`config.mk`:
```
export PLATFORM = sky130hd
export DESIGN_NAME = bimander_amo_clause_emitter_flat
export DESIGN_NICKNAME = d
export VERILOG_FILES = /design/src/bac_pkg.sv /design/src/bac_if.sv /design/src/bac_ram.sv /design/src/bac_divider.sv /design/src/bac_datapath.sv /design/src/bac_ctrl.sv /design/src/bimander_amo_clause_emitter.sv /design/src/flat_wrapper.sv
export SDC_FILE = /design/constraint.sdc
export NUM_CORES = 2
export LEC_CHECK = 0
export ABC_AREA = 1
export BUFFER_PORTS_ARGS = -buffer_cell sky130_fd_sc_hd__buf_2
export CAP_MARGIN = 20
export CELL_PAD_IN_SITES_DETAIL_PLACEMENT = 1
export CELL_PAD_IN_SITES_GLOBAL_PLACEMENT = 1
export CORE_MARGIN = 8
export CORE_UTILIZATION = 25
export DETAILED_ROUTE_END_ITERATION = 16
export GPL_ROUTABILITY_DRIVEN = 0
export PLACE_DENSITY_LB_ADDON = 0.1
export SLEW_MARGIN = 20
export SYNTH_ARGS = -nofsm -noshare
export SYNTH_HDL_FRONTEND = slang
export SYNTH_SLANG_ARGS = --single-unit
```
`constraint.sdc`:
```
create_clock -name clk_i -period 7 [get_ports clk_i]
set_input_delay 0 -clock clk_i [delete_from_list [all_inputs] [get_ports clk_i]]
set_output_delay 0 -clock clk_i [all_outputs]
set_load 0.005 [all_outputs]
```
`src/bac_pkg.sv`:
```
package bac_pkg;

  // Fixed field widths
  localparam int unsigned LitW    = 32;
  localparam int unsigned NsW     = 13;
  localparam int unsigned NsubW   = 7;
  localparam int unsigned AuxW    = 31;
  localparam int unsigned CfgAddrW = 2;
  localparam int unsigned CfgDataW = 31;

  // Limits
  localparam int unsigned MaxGroup      = 32;
  localparam int unsigned MaxStates     = 4096;
  localparam int unsigned MaxSubsetBits = 6;
  localparam int unsigned MaxSubsets    = 1 << MaxSubsetBits;

  // Divider operand width: holds num_states + num_subsets - 1
  localparam int unsigned DivW  = NsW + 1;
  localparam int unsigned BitsW = $clog2(MaxSubsetBits + 1);
  localparam int unsigned GIdxW = $clog2(MaxSubsetBits);

  typedef logic signed [LitW-1:0] lit_t;

  typedef enum logic [CfgAddrW-1:0] {
    CFG_NUM_STATES  = 2'd0,
    CFG_NUM_SUBSETS = 2'd1,
    CFG_AUX_BASE    = 2'd2
  } bac_cfg_addr_e;

  typedef struct packed {
    logic capture;
    logic start_gs;
    logic start_pos;
    logic commit;
    logic rd_first;
    logic emit_pair;
    logic emit_marker;
    logic emit_aux;
  } bac_cmd_t;

  typedef struct packed {
    logic run_ok;
    logic div_done;
    logic out_free;
    logic ovf;
    logic w_zero;
    logic aux_zero;
    logic pair_last;
    logic aux_last;
  } bac_stat_t;

  // Number of address bits for a subset count: ceil(log2(nsub))
  function automatic logic [BitsW-1:0] subset_bits(input logic [NsubW-1:0] nsub);
    logic [BitsW-1:0] n;
    n = '0;
    for (int k = 0; k < int'(MaxSubsetBits); k++) begin
      if (int'(nsub) > (1 << k)) n = BitsW'(n + 1'b1);
    end
    return n;
  endfunction

endpackage

```
`src/bac_if.sv`:
```
interface bac_in_if;
  logic                       valid;
  logic                       ready;
  logic signed [bac_pkg::LitW-1:0] state_literal;

  modport source (output valid, output state_literal, input ready);
  modport sink   (input valid, input state_literal, output ready);
endinterface

interface bac_out_if;
  logic                       valid;
  logic                       ready;
  logic signed [bac_pkg::LitW-1:0] first_literal;
  logic signed [bac_pkg::LitW-1:0] second_literal;
  logic                       last_of_run;
  logic                       group_overflow;

  modport source (output valid, output first_literal, output second_literal,
                  output last_of_run, output group_overflow, input ready);
  modport sink   (input valid, input first_literal, input second_literal,
                  input last_of_run, input group_overflow, output ready);
endinterface

interface bac_cfg_if;
  logic                          valid;
  logic                          ready;
  logic [bac_pkg::CfgAddrW-1:0]  addr;
  logic [bac_pkg::CfgDataW-1:0]  data;

  modport source (output valid, output addr, output data, input ready);
  modport sink   (input valid, input addr, input data, output ready);
endinterface

```
`src/bac_ram.sv`:
```
module bac_ram #(
  parameter int unsigned WIDTH = 32,
  parameter int unsigned DEPTH = 32
) (
  input  logic                     clk_i,
  input  logic                     we_i,
  input  logic [$clog2(DEPTH)-1:0] waddr_i,
  input  logic [WIDTH-1:0]         wdata_i,
  input  logic                     re_i,
  input  logic [$clog2(DEPTH)-1:0] raddr_i,
  output logic [WIDTH-1:0]         rdata_o
);

  logic [WIDTH-1:0] mem_q [DEPTH];
  logic [WIDTH-1:0] rdata_q;

  always_ff @(posedge clk_i) begin
    if (we_i) mem_q[waddr_i] <= wdata_i;
    if (re_i) rdata_q <= mem_q[raddr_i];
  end

  assign rdata_o = rdata_q;

endmodule

```
`src/bac_divider.sv`:
```
module bac_divider (
  input  logic                     clk_i,
  input  logic                     rst_ni,
  input  logic                     start_i,
  input  logic [bac_pkg::DivW-1:0] dividend_i,
  input  logic [bac_pkg::DivW-1:0] divisor_i,
  output logic                     done_o,
  output logic [bac_pkg::DivW-1:0] quotient_o,
  output logic [bac_pkg::DivW-1:0] remainder_o
);
  import bac_pkg::*;

  localparam int unsigned CntW = $clog2(DivW);

  logic            busy_q, done_q;
  logic [CntW-1:0] cnt_q;
  logic [DivW-1:0] quo_q, rem_q, div_q;
  logic [DivW:0]   rem_sh, diff;

  // One quotient bit per cycle, restoring
  assign rem_sh = {rem_q, quo_q[DivW-1]};
  assign diff   = rem_sh - {1'b0, div_q};

  always_ff @(posedge clk_i or negedge rst_ni) begin
    if (!rst_ni) begin
      busy_q <= 1'b0;
      done_q <= 1'b0;
      cnt_q  <= '0;
    end else begin
      done_q <= 1'b0;
      if (start_i) begin
        busy_q <= 1'b1;
        cnt_q  <= CntW'(DivW - 1);
      end else if (busy_q) begin
        if (cnt_q == '0) begin
          busy_q <= 1'b0;
          done_q <= 1'b1;
        end else begin
          cnt_q <= cnt_q - 1'b1;
        end
      end
    end
  end

  always_ff @(posedge clk_i) begin
    if (start_i) begin
      quo_q <= dividend_i;
      rem_q <= '0;
      div_q <= divisor_i;
    end else if (busy_q) begin
      if (!diff[DivW]) begin
        rem_q <= diff[DivW-1:0];
        quo_q <= {quo_q[DivW-2:0], 1'b1};
      end else begin
        rem_q <= rem_sh[DivW-1:0];
        quo_q <= {quo_q[DivW-2:0], 1'b0};
      end
    end
  end

  assign done_o      = done_q;
  assign quotient_o  = quo_q;
  assign remainder_o = rem_q;

endmodule

```
`src/bac_datapath.sv`:
```
module bac_datapath #(
  parameter int unsigned MAX_GROUP = bac_pkg::MaxGroup
) (
  input  logic                         clk_i,
  input  logic                         rst_ni,
  input  logic                         cfg_valid_i,
  input  logic [bac_pkg::CfgAddrW-1:0] cfg_addr_i,
  input  logic [bac_pkg::CfgDataW-1:0] cfg_data_i,
  input  bac_pkg::lit_t                state_literal_i,
  input  bac_pkg::bac_cmd_t            cmd_i,
  output bac_pkg::bac_stat_t           stat_o,
  output logic                         out_valid_o,
  input  logic                         out_ready_i,
  output bac_pkg::lit_t                first_literal_o,
  output bac_pkg::lit_t                second_literal_o,
  output logic                         last_of_run_o,
  output logic                         group_overflow_o
);
  import bac_pkg::*;

  localparam int unsigned AW = $clog2(MAX_GROUP);

  logic [NsW-1:0]   ns_q;
  logic [NsubW-1:0] nsub_q;
  logic [AuxW-1:0]  aux_base_q;
  logic [NsW-1:0]   pos_q;
  logic [LitW-1:0]  cur_q;
  logic [AW-1:0]    i_q;
  logic [BitsW-1:0] j_q;

  logic [NsW-1:0]   ns_eff;
  logic [NsubW-1:0] nsub_eff;
  logic [BitsW-1:0] bits;
  logic             div_start, div_done;
  logic [DivW-1:0]  dividend, divisor, div_quo, div_rem;
  logic [LitW-1:0]  neg_cur, mem_rdata, aux_var, aux_lit, first_d;
  logic [MaxSubsetBits-1:0] grp;
  logic             ovf, emit_any, last_d;
  logic             out_valid_q, last_q, ovf_q;
  logic [LitW-1:0]  first_q, second_q;
  logic [AW-1:0]    raddr;

  // Clamp out-of-range register values
  assign ns_eff   = (ns_q > NsW'(MaxStates)) ? NsW'(MaxStates) : ns_q;
  assign nsub_eff = (nsub_q == '0) ? NsubW'(1) :
                    (nsub_q > NsubW'(MaxSubsets)) ? NsubW'(MaxSubsets) : nsub_q;
  assign bits     = subset_bits(nsub_eff);

  // Shared divider: first group size, then position / group size
  assign div_start = cmd_i.start_gs | cmd_i.start_pos;
  assign dividend  = cmd_i.start_gs ? DivW'(DivW'(ns_eff) + DivW'(nsub_eff) - DivW'(1))
                                    : DivW'(pos_q);
  assign divisor   = cmd_i.start_gs ? DivW'(nsub_eff) : div_quo;

  bac_divider u_div (
    .clk_i       (clk_i),
    .rst_ni      (rst_ni),
    .start_i     (div_start),
    .dividend_i  (dividend),
    .divisor_i   (divisor),
    .done_o      (div_done),
    .quotient_o  (div_quo),
    .remainder_o (div_rem)
  );

  // Quotient is the group, remainder the place in the group
  assign ovf = div_rem >= DivW'(MAX_GROUP);
  assign grp = div_quo[MaxSubsetBits-1:0];

  assign raddr = cmd_i.rd_first ? '0 : AW'(i_q + 1'b1);

  bac_ram #(
    .WIDTH (LitW),
    .DEPTH (MAX_GROUP)
  ) u_members (
    .clk_i   (clk_i),
    .we_i    (cmd_i.commit & ~ovf),
    .waddr_i (div_rem[AW-1:0]),
    .wdata_i (cur_q),
    .re_i    (cmd_i.rd_first | cmd_i.emit_pair),
    .raddr_i (raddr),
    .rdata_o (mem_rdata)
  );

  assign neg_cur = LitW'(0) - cur_q;
  assign aux_var = {1'b0, aux_base_q} + LitW'(j_q);
  assign aux_lit = grp[j_q[GIdxW-1:0]] ? (LitW'(0) - aux_var) : aux_var;

  always_comb begin
    first_d = aux_lit;
    last_d  = stat_o.aux_last;
    if (cmd_i.emit_pair) begin
      first_d = LitW'(0) - mem_rdata;
      last_d  = stat_o.pair_last & stat_o.aux_zero;
    end else if (cmd_i.emit_marker) begin
      first_d = '0;
      last_d  = stat_o.aux_zero;
    end
  end

  assign emit_any = cmd_i.emit_pair | cmd_i.emit_marker | cmd_i.emit_aux;

  always_comb begin
    stat_o.run_ok    = (ns_eff > NsW'(1)) && (pos_q < ns_eff);
    stat_o.div_done  = div_done;
    stat_o.out_free  = ~out_valid_q | out_ready_i;
    stat_o.ovf       = ovf;
    stat_o.w_zero    = (div_rem == '0);
    stat_o.aux_zero  = (bits == '0);
    stat_o.pair_last = (DivW'(i_q) + DivW'(1)) == div_rem;
    stat_o.aux_last  = BitsW'(j_q + 1'b1) == bits;
  end

  always_ff @(posedge clk_i or negedge rst_ni) begin
    if (!rst_ni) begin
      ns_q        <= '0;
      nsub_q      <= NsubW'(1);
      aux_base_q  <= AuxW'(1);
      pos_q       <= '0;
      i_q         <= '0;
      j_q         <= '0;
      out_valid_q <= 1'b0;
    end else begin
      if (cfg_valid_i) begin
        unique case (bac_cfg_addr_e'(cfg_addr_i))
          CFG_NUM_STATES:  ns_q       <= cfg_data_i[NsW-1:0];
          CFG_NUM_SUBSETS: nsub_q     <= cfg_data_i[NsubW-1:0];
          CFG_AUX_BASE:    aux_base_q <= cfg_data_i[AuxW-1:0];
          default: ;
        endcase
      end
      if (cmd_i.commit) begin
        pos_q <= NsW'(pos_q + 1'b1);
        i_q   <= '0;
        j_q   <= '0;
      end
      if (cmd_i.emit_pair) i_q <= AW'(i_q + 1'b1);
      if (cmd_i.emit_aux)  j_q <= BitsW'(j_q + 1'b1);
      if (emit_any)         out_valid_q <= 1'b1;
      else if (out_ready_i) out_valid_q <= 1'b0;
    end
  end

  always_ff @(posedge clk_i) begin
    if (cmd_i.capture) cur_q <= state_literal_i;
    if (emit_any) begin
      first_q  <= first_d;
      second_q <= neg_cur;
      last_q   <= last_d;
      ovf_q    <= cmd_i.emit_marker | (cmd_i.emit_aux & ovf);
    end
  end

  assign out_valid_o      = out_valid_q;
  assign first_literal_o  = first_q;
  assign second_literal_o = second_q;
  assign last_of_run_o    = last_q;
  assign group_overflow_o = ovf_q;

endmodule

```
`src/bac_ctrl.sv`:
```
module bac_ctrl (
  input  logic               clk_i,
  input  logic               rst_ni,
  input  logic               in_valid_i,
  output logic               in_ready_o,
  input  bac_pkg::bac_stat_t stat_i,
  output bac_pkg::bac_cmd_t  cmd_o
);
  import bac_pkg::*;

  typedef enum logic [2:0] {
    ST_IDLE,
    ST_DIV_GS,
    ST_DIV_POS,
    ST_SETUP,
    ST_PAIR,
    ST_MARKER,
    ST_AUX
  } state_e;

  state_e state_q, state_d;

  always_comb begin
    state_d    = state_q;
    cmd_o      = '0;
    in_ready_o = 1'b0;
    unique case (state_q)
      ST_IDLE: begin
        in_ready_o = 1'b1;
        if (in_valid_i) begin
          cmd_o.capture = 1'b1;
          if (stat_i.run_ok) begin
            cmd_o.start_gs = 1'b1;
            state_d        = ST_DIV_GS;
          end
        end
      end
      ST_DIV_GS: begin
        if (stat_i.div_done) begin
          cmd_o.start_pos = 1'b1;
          state_d         = ST_DIV_POS;
        end
      end
      ST_DIV_POS: begin
        if (stat_i.div_done) state_d = ST_SETUP;
      end
      ST_SETUP: begin
        cmd_o.commit = 1'b1;
        priority if (stat_i.ovf) begin
          state_d = ST_MARKER;
        end else if (!stat_i.w_zero) begin
          cmd_o.rd_first = 1'b1;
          state_d        = ST_PAIR;
        end else if (!stat_i.aux_zero) begin
          state_d = ST_AUX;
        end else begin
          state_d = ST_IDLE;
        end
      end
      ST_PAIR: begin
        if (stat_i.out_free) begin
          cmd_o.emit_pair = 1'b1;
          if (stat_i.pair_last) state_d = stat_i.aux_zero ? ST_IDLE : ST_AUX;
        end
      end
      ST_MARKER: begin
        if (stat_i.out_free) begin
          cmd_o.emit_marker = 1'b1;
          state_d = stat_i.aux_zero ? ST_IDLE : ST_AUX;
        end
      end
      ST_AUX: begin
        if (stat_i.out_free) begin
          cmd_o.emit_aux = 1'b1;
          if (stat_i.aux_last) state_d = ST_IDLE;
        end
      end
      default: state_d = ST_IDLE;
    endcase
  end

  always_ff @(posedge clk_i or negedge rst_ni) begin
    if (!rst_ni) begin
      state_q <= ST_IDLE;
    end else begin
      state_q <= state_d;
    end
  end

endmodule

```
`src/bimander_amo_clause_emitter.sv`:
```
// Sequence: a request that runs goes through two 14-step serial divisions (group size,
//   then group and place) and a setup state; then its clauses follow, one clause per cycle
//   without back-pressure. An absorbed request (too few states, past end) starts no work.
// Flow: a new request is taken only in the idle state, after all n clauses of the last one
//   (up to 37) are loaded; the shared serial divider and the one-clause output register set this.
// Reset: rst_ni clears the registers to their defaults and the state position.
module bimander_amo_clause_emitter #(
  parameter int unsigned MAX_GROUP = bac_pkg::MaxGroup
) (
  input  logic      clk_i,
  input  logic      rst_ni,
  bac_cfg_if.sink   cfg_i,
  bac_in_if.sink    in_i,
  bac_out_if.source out_o
);
  import bac_pkg::*;

  bac_cmd_t  cmd;
  bac_stat_t stat;
  logic      in_ready;

  // Configuration writes land at once; never stall them
  assign cfg_i.ready = 1'b1;
  assign in_i.ready  = in_ready;

  // Sequencer: take a request, run the divisions, then walk the clauses
  bac_ctrl u_ctrl (
    .clk_i      (clk_i),
    .rst_ni     (rst_ni),
    .in_valid_i (in_i.valid),
    .in_ready_o (in_ready),
    .stat_i     (stat),
    .cmd_o      (cmd)
  );

  // Registers, divider, member store and the output register
  bac_datapath #(
    .MAX_GROUP (MAX_GROUP)
  ) u_dp (
    .clk_i            (clk_i),
    .rst_ni           (rst_ni),
    .cfg_valid_i      (cfg_i.valid),
    .cfg_addr_i       (cfg_i.addr),
    .cfg_data_i       (cfg_i.data),
    .state_literal_i  (in_i.state_literal),
    .cmd_i            (cmd),
    .stat_o           (stat),
    .out_valid_o      (out_o.valid),
    .out_ready_i      (out_o.ready),
    .first_literal_o  (out_o.first_literal),
    .second_literal_o (out_o.second_literal),
    .last_of_run_o    (out_o.last_of_run),
    .group_overflow_o (out_o.group_overflow)
  );

`ifndef SYNTHESIS
  // Never load a clause while the output register still holds one
  a_emit_free: assert property (@(posedge clk_i) disable iff (!rst_ni)
    (cmd.emit_pair || cmd.emit_marker || cmd.emit_aux) |-> stat.out_free)
    else $error("clause loaded into a full output register");

  // At most one clause source per cycle
  a_emit_one: assert property (@(posedge clk_i) disable iff (!rst_ni)
    $onehot0({cmd.emit_pair, cmd.emit_marker, cmd.emit_aux}))
    else $error("two clause sources at once");

  // A request that starts work blocks the next one
  a_busy_after_start: assert property (@(posedge clk_i) disable iff (!rst_ni)
    (in_i.valid && in_i.ready && stat.run_ok) |=> !in_i.ready)
    else $error("request taken while busy");

  // The divider never reports done right after a group-size division starts
  a_start_idle: assert property (@(posedge clk_i) disable iff (!rst_ni)
    cmd.start_gs |=> !stat.div_done)
    else $error("divider done right after start");
`endif

endmodule
```
`src/flat_wrapper.sv`:
```
// flat-port wrapper written by rule: the top's interface ports become plain ports
module bimander_amo_clause_emitter_flat import bac_pkg::*;
#(
  parameter int unsigned MAX_GROUP = bac_pkg::MaxGroup
)
  (clk_i, rst_ni, cfg_i_valid, cfg_i_addr, cfg_i_data, cfg_i_ready, in_i_valid, in_i_state_literal, in_i_ready, out_o_valid, out_o_first_literal, out_o_second_literal, out_o_last_of_run, out_o_group_overflow, out_o_ready);
  bac_cfg_if cfg_i_i ();
  bac_in_if in_i_i ();
  bac_out_if out_o_i ();
  input  logic clk_i;
  input  logic rst_ni;
  input wire logic [$bits(cfg_i_i.valid)-1:0] cfg_i_valid;
  input wire logic [$bits(cfg_i_i.addr)-1:0] cfg_i_addr;
  input wire logic [$bits(cfg_i_i.data)-1:0] cfg_i_data;
  output wire logic [$bits(cfg_i_i.ready)-1:0] cfg_i_ready;
  input wire logic [$bits(in_i_i.valid)-1:0] in_i_valid;
  input wire logic [$bits(in_i_i.state_literal)-1:0] in_i_state_literal;
  output wire logic [$bits(in_i_i.ready)-1:0] in_i_ready;
  output wire logic [$bits(out_o_i.valid)-1:0] out_o_valid;
  output wire logic [$bits(out_o_i.first_literal)-1:0] out_o_first_literal;
  output wire logic [$bits(out_o_i.second_literal)-1:0] out_o_second_literal;
  output wire logic [$bits(out_o_i.last_of_run)-1:0] out_o_last_of_run;
  output wire logic [$bits(out_o_i.group_overflow)-1:0] out_o_group_overflow;
  input wire logic [$bits(out_o_i.ready)-1:0] out_o_ready;
  assign cfg_i_i.valid = cfg_i_valid;
  assign cfg_i_i.addr = cfg_i_addr;
  assign cfg_i_i.data = cfg_i_data;
  assign cfg_i_ready = cfg_i_i.ready;
  assign in_i_i.valid = in_i_valid;
  assign in_i_i.state_literal = in_i_state_literal;
  assign in_i_ready = in_i_i.ready;
  assign out_o_valid = out_o_i.valid;
  assign out_o_first_literal = out_o_i.first_literal;
  assign out_o_second_literal = out_o_i.second_literal;
  assign out_o_last_of_run = out_o_i.last_of_run;
  assign out_o_group_overflow = out_o_i.group_overflow;
  assign out_o_i.ready = out_o_ready;
  bimander_amo_clause_emitter #(.MAX_GROUP(MAX_GROUP)) u_core (.clk_i(clk_i), .rst_ni(rst_ni), .cfg_i(cfg_i_i), .in_i(in_i_i), .out_o(out_o_i));
endmodule
```
==> impl_metrics.ini <==
[finish]
syn_to_final_growth_pct = 19.3
final_nets = 5821
drive_gt1_frac = 0.0950
nFillCells = 25737

[setup_path]
cp_slowest_cell = buf_4
cp_max_fo = 73
crit_path_cell_trace = nor2_1, nand3_1, nor3_4, nand4_2, nand3_4, nand2_4, inv_6, buf_4, nand3_1, nand3_1, nand2_1, nand2_1, nand2_1
cp-start-kind = flip-flop
worstPathRequired_ns = 7.55
crit_type = reg -> reg
cp-end-kind = flip-flop
crit_arrival_ns = 5.34
crit_path_max_incr_delay_ns = 0.76

[clocking]
root_buffer = clkbuf_16
clockBufferDepth = 3
cts_sinks = 1278
cts_max_level = 4
cts_setup_buffers = 0
clk_latency_ns = 0.81
cts_made_buffers = 154
cts_tree = built
clkTransAtPathRegs_ns = 0.06

[synth]
synth_ff_type = edfxtp_1
syn_nets = 5520
seq_area_frac_synth = 0.652
synthTopCellsByCount = edfxtp_1 (1182), nand2_1 (1143), inv_1 (779), nand3_1 (648), o211ai_1 (394)
yosysMostFrequentCell = edfxtp_1
synth_top_area_frac = 0.611
synth_area_leaders = edfxtp_1 (61%), nand2_1 (7.4%), nand3_1 (5.6%)
ys_seq_elements = 1278
synth_area_leader_cell = edfxtp_1
synth_edf_count = 1182
synthCells = 5383
async_reset_ff_frac = 0.0642
yosys_warnings = 0
synth_area_sq_um = 58000
syn_avg_cell_area_sq_um = 10.8
synth.distinct_cells = 59

[timing]
relSlewSlack = 0.222
tightest_slew_ns = 1.17
max_freq_mhz = 209
min_period_ns = 4.79
period_share = 0.684
setup_viol = 0
setup_tns_ns = 0
final-hold-violation-count = 0
maxSlewViolCount = 0
fin_hold_ws_ns = 0.0836
rsz0062_at_grt = false
skew_ns = 0.0325

[floorplanning]
die-area_sq_um = 248000
io_pins = 139
die_h_um = 498
dieWidth_um = 498
initial_core_util = 0.251
fp-row-count = 177
coreArea_sq_um = 232000

[route]
drtAntennaViolNets = 0
first_iter_violations = 2651
viasPerCell = 4.62
dr_total_vias = 40925
post-route-drc-count = 0
firstDrtPassIters = 5
wl_per_cell_um = 24.6
routed_wl_um = 218000

[power_and_ir_drop]
p_leak_nw = 26.1
powerDensity_nw_per_um2 = 387
vdd_drop_max_mv = 0.236
power.internal_w = 0.0165
power_frac_clock = 0.296
pwr-share-comb = 0.342
swShare = 0.385
p_switching_w = 0.0103
seqPwrFrac = 0.362

[global_route]
antenna_found_initial = 12
gr-total-overflow = 0
grt_pass1_wl_um = 312000
grt_max_degree = 196
grt_pass1_vias = 42943
grt_use_total = 0.171

[run_status]
status = finished, final reports clean

[run]
maxCapViolations = 0

[placed_design]
dp_hpwl_um = 126000
io_buffers = 137

[worst_hold_path]
hold_class = in -> reg
==> per-layer routing <==
layer  share of wire  vias to the layer above  wire length (um)  GRT usage
met1            0.47                    20796            101000      0.228
met3           0.031                      232              6850     0.0244
met2            0.48                      630            105000      0.296
li1                -                    19267                 -          -
met4           0.020                        0              4310     0.0371
met5               0                        -                 0          0
==> power by group through the flow <==
stage	Combinational [W]	Clock [W]	Sequential [W]
after global placement	0.00923	0	0.00987
after CTS	0.00937	0.00819	0.00972
after global routing	0.0103	0.00844	0.00976
after floorplan	0.00568	0	0.00980
after detailed placement	0.00925	0	0.00987
final	0.00916	0.00794	0.00970
==> cells by family (layout without fill, tap and decap cells) <==
family	after synthesis	count (layout)	synth area share
and+or+nand+nor	2258	2258	0.175
AOI/OAI and AO/OA	632	632	0.0737
muxes	9	9	0.00164
adders and majority gates	67	67	0.0148
xor gates and xnor gates	87	87	0.0131
DFF	1278	1278	0.652
buffers and inverters	1051	1478	0.0705
other	1	4	0.0000646
==> stage by stage <==
step / cell area [sq um] / worst slack (ns) / power (W) / utilization / std cells
after floorplan: 58000 / 1.88 / 0.0155 / - / 5383
after CTS: 69200 / 2.22 / 0.0273 / 0.299 / 8851
after detailed placement: 62700 / 2.23 / 0.0191 / 0.271 / 8413
final: 69200 / 2.21 / 0.0268 / 0.299 / 8856
after global routing: 69200 / 1.83 / 0.0285 / 0.299 / 8855
after global placement: 62700 / 2.29 / 0.0191 / 0.271 / 8412
==> critical path: cells and delay by family, from the launching register on <==
kind | cells | cell delay [ns]
buffers and inverters | 2 | 1.36
DFF | 1 | 0.34
and+or+nand+nor | 11 | 2.40
==> final timing paths <==
| check | startpoint | endpoint | slack, ns | cells after the start |
|---|---|---|---|---|
| min in group asynchronous | rst_ni | u_core.u_dp.pos_q[12]$_DFFE_PN0P_ | 0.27 | 4 |
| setup / recovery | u_core.u_dp.u_div.remainder_o[8]$_SDFFE_PN0P_ | u_core.u_dp.u_members.rdata_o[17]$_DFFE_PP_ | 2.21 | 13 |
| max in group asynchronous | rst_ni | u_core.u_dp.aux_base_q[29]$_DFFE_PN0P_ | 5.91 | 4 |
| hold reg to reg | u_core.u_dp.u_div.cnt_q[3]$_DFFE_PN0P_ | u_core.u_dp.u_div.cnt_q[3]$_DFFE_PN0P_ | 0.51 | 1 |
| setup reg to reg | u_core.u_dp.u_div.remainder_o[8]$_SDFFE_PN0P_ | u_core.u_dp.u_members.rdata_o[17]$_DFFE_PP_ | 2.21 | 13 |
| hold / removal | cfg_i_data[0] | u_core.u_dp.nsub_q[0]$_DFFE_PN1P_ | 0.08 | 4 |
==> cells in the final DEF (no fill, tap or decap), types with 14 or more instances in the layout <==
cell and count:
edfxtp_1 1182, nand2_1 1138, inv_1 777, nand3_1 647, o211ai_1 394, nor2_1 174
clkbuf_16 157, dlygate4sd3_1 155, nand3b_1 138, buf_2 136, o21ai_0 116, buf_4 106
dfrtp_1 80, a21oi_1 69, ha_1 64, xor2_1 61, clkinv_1 39, nor3_1 38
nand4_1 37, clkbuf_1 32, clkinv_2 31, nor2_4 28, xnor2_1 26, o22ai_1 19
dfxtp_1 14
==> state kept, by name, indices dropped and copies added, names as in the netlist, 13 cells and up <==
register	cells
u_core.u_dp.u_members.mem_q	1024
u_core.u_dp.cur_q	32
u_core.u_dp.first_literal_o	32
u_core.u_dp.second_literal_o	32
u_core.u_dp.u_members.rdata_o	32
u_core.u_dp.aux_base_q	31
u_core.u_dp.u_div.div_q	14
u_core.u_dp.u_div.quotient_o	14
u_core.u_dp.u_div.remainder_o	14
u_core.u_dp.ns_q	13
u_core.u_dp.pos_q	13
==> area by class of cell <==
cell class / instances / area [sq um] / area share
well taps: 3043 / 3810 / 0.0550
diodes: 3 / 7.51 / 0.000108
multi-input cells: 3054 / 16400 / 0.237
repair buffers: 409 / 3270 / 0.0472
inverters: 787 / 2970 / 0.0430
flip-flops and latches: 1278 / 37800 / 0.546
clock inverters: 90 / 817 / 0.0118
clock buffers: 192 / 4090 / 0.0591
==> timing repair <==
action,4_1_cts,5_1_grt
hold buffers,156,0
hold endpoints to repair,171,0
resized for setup,0,0
No activity file was read; power rests on OpenSTA's default activity.
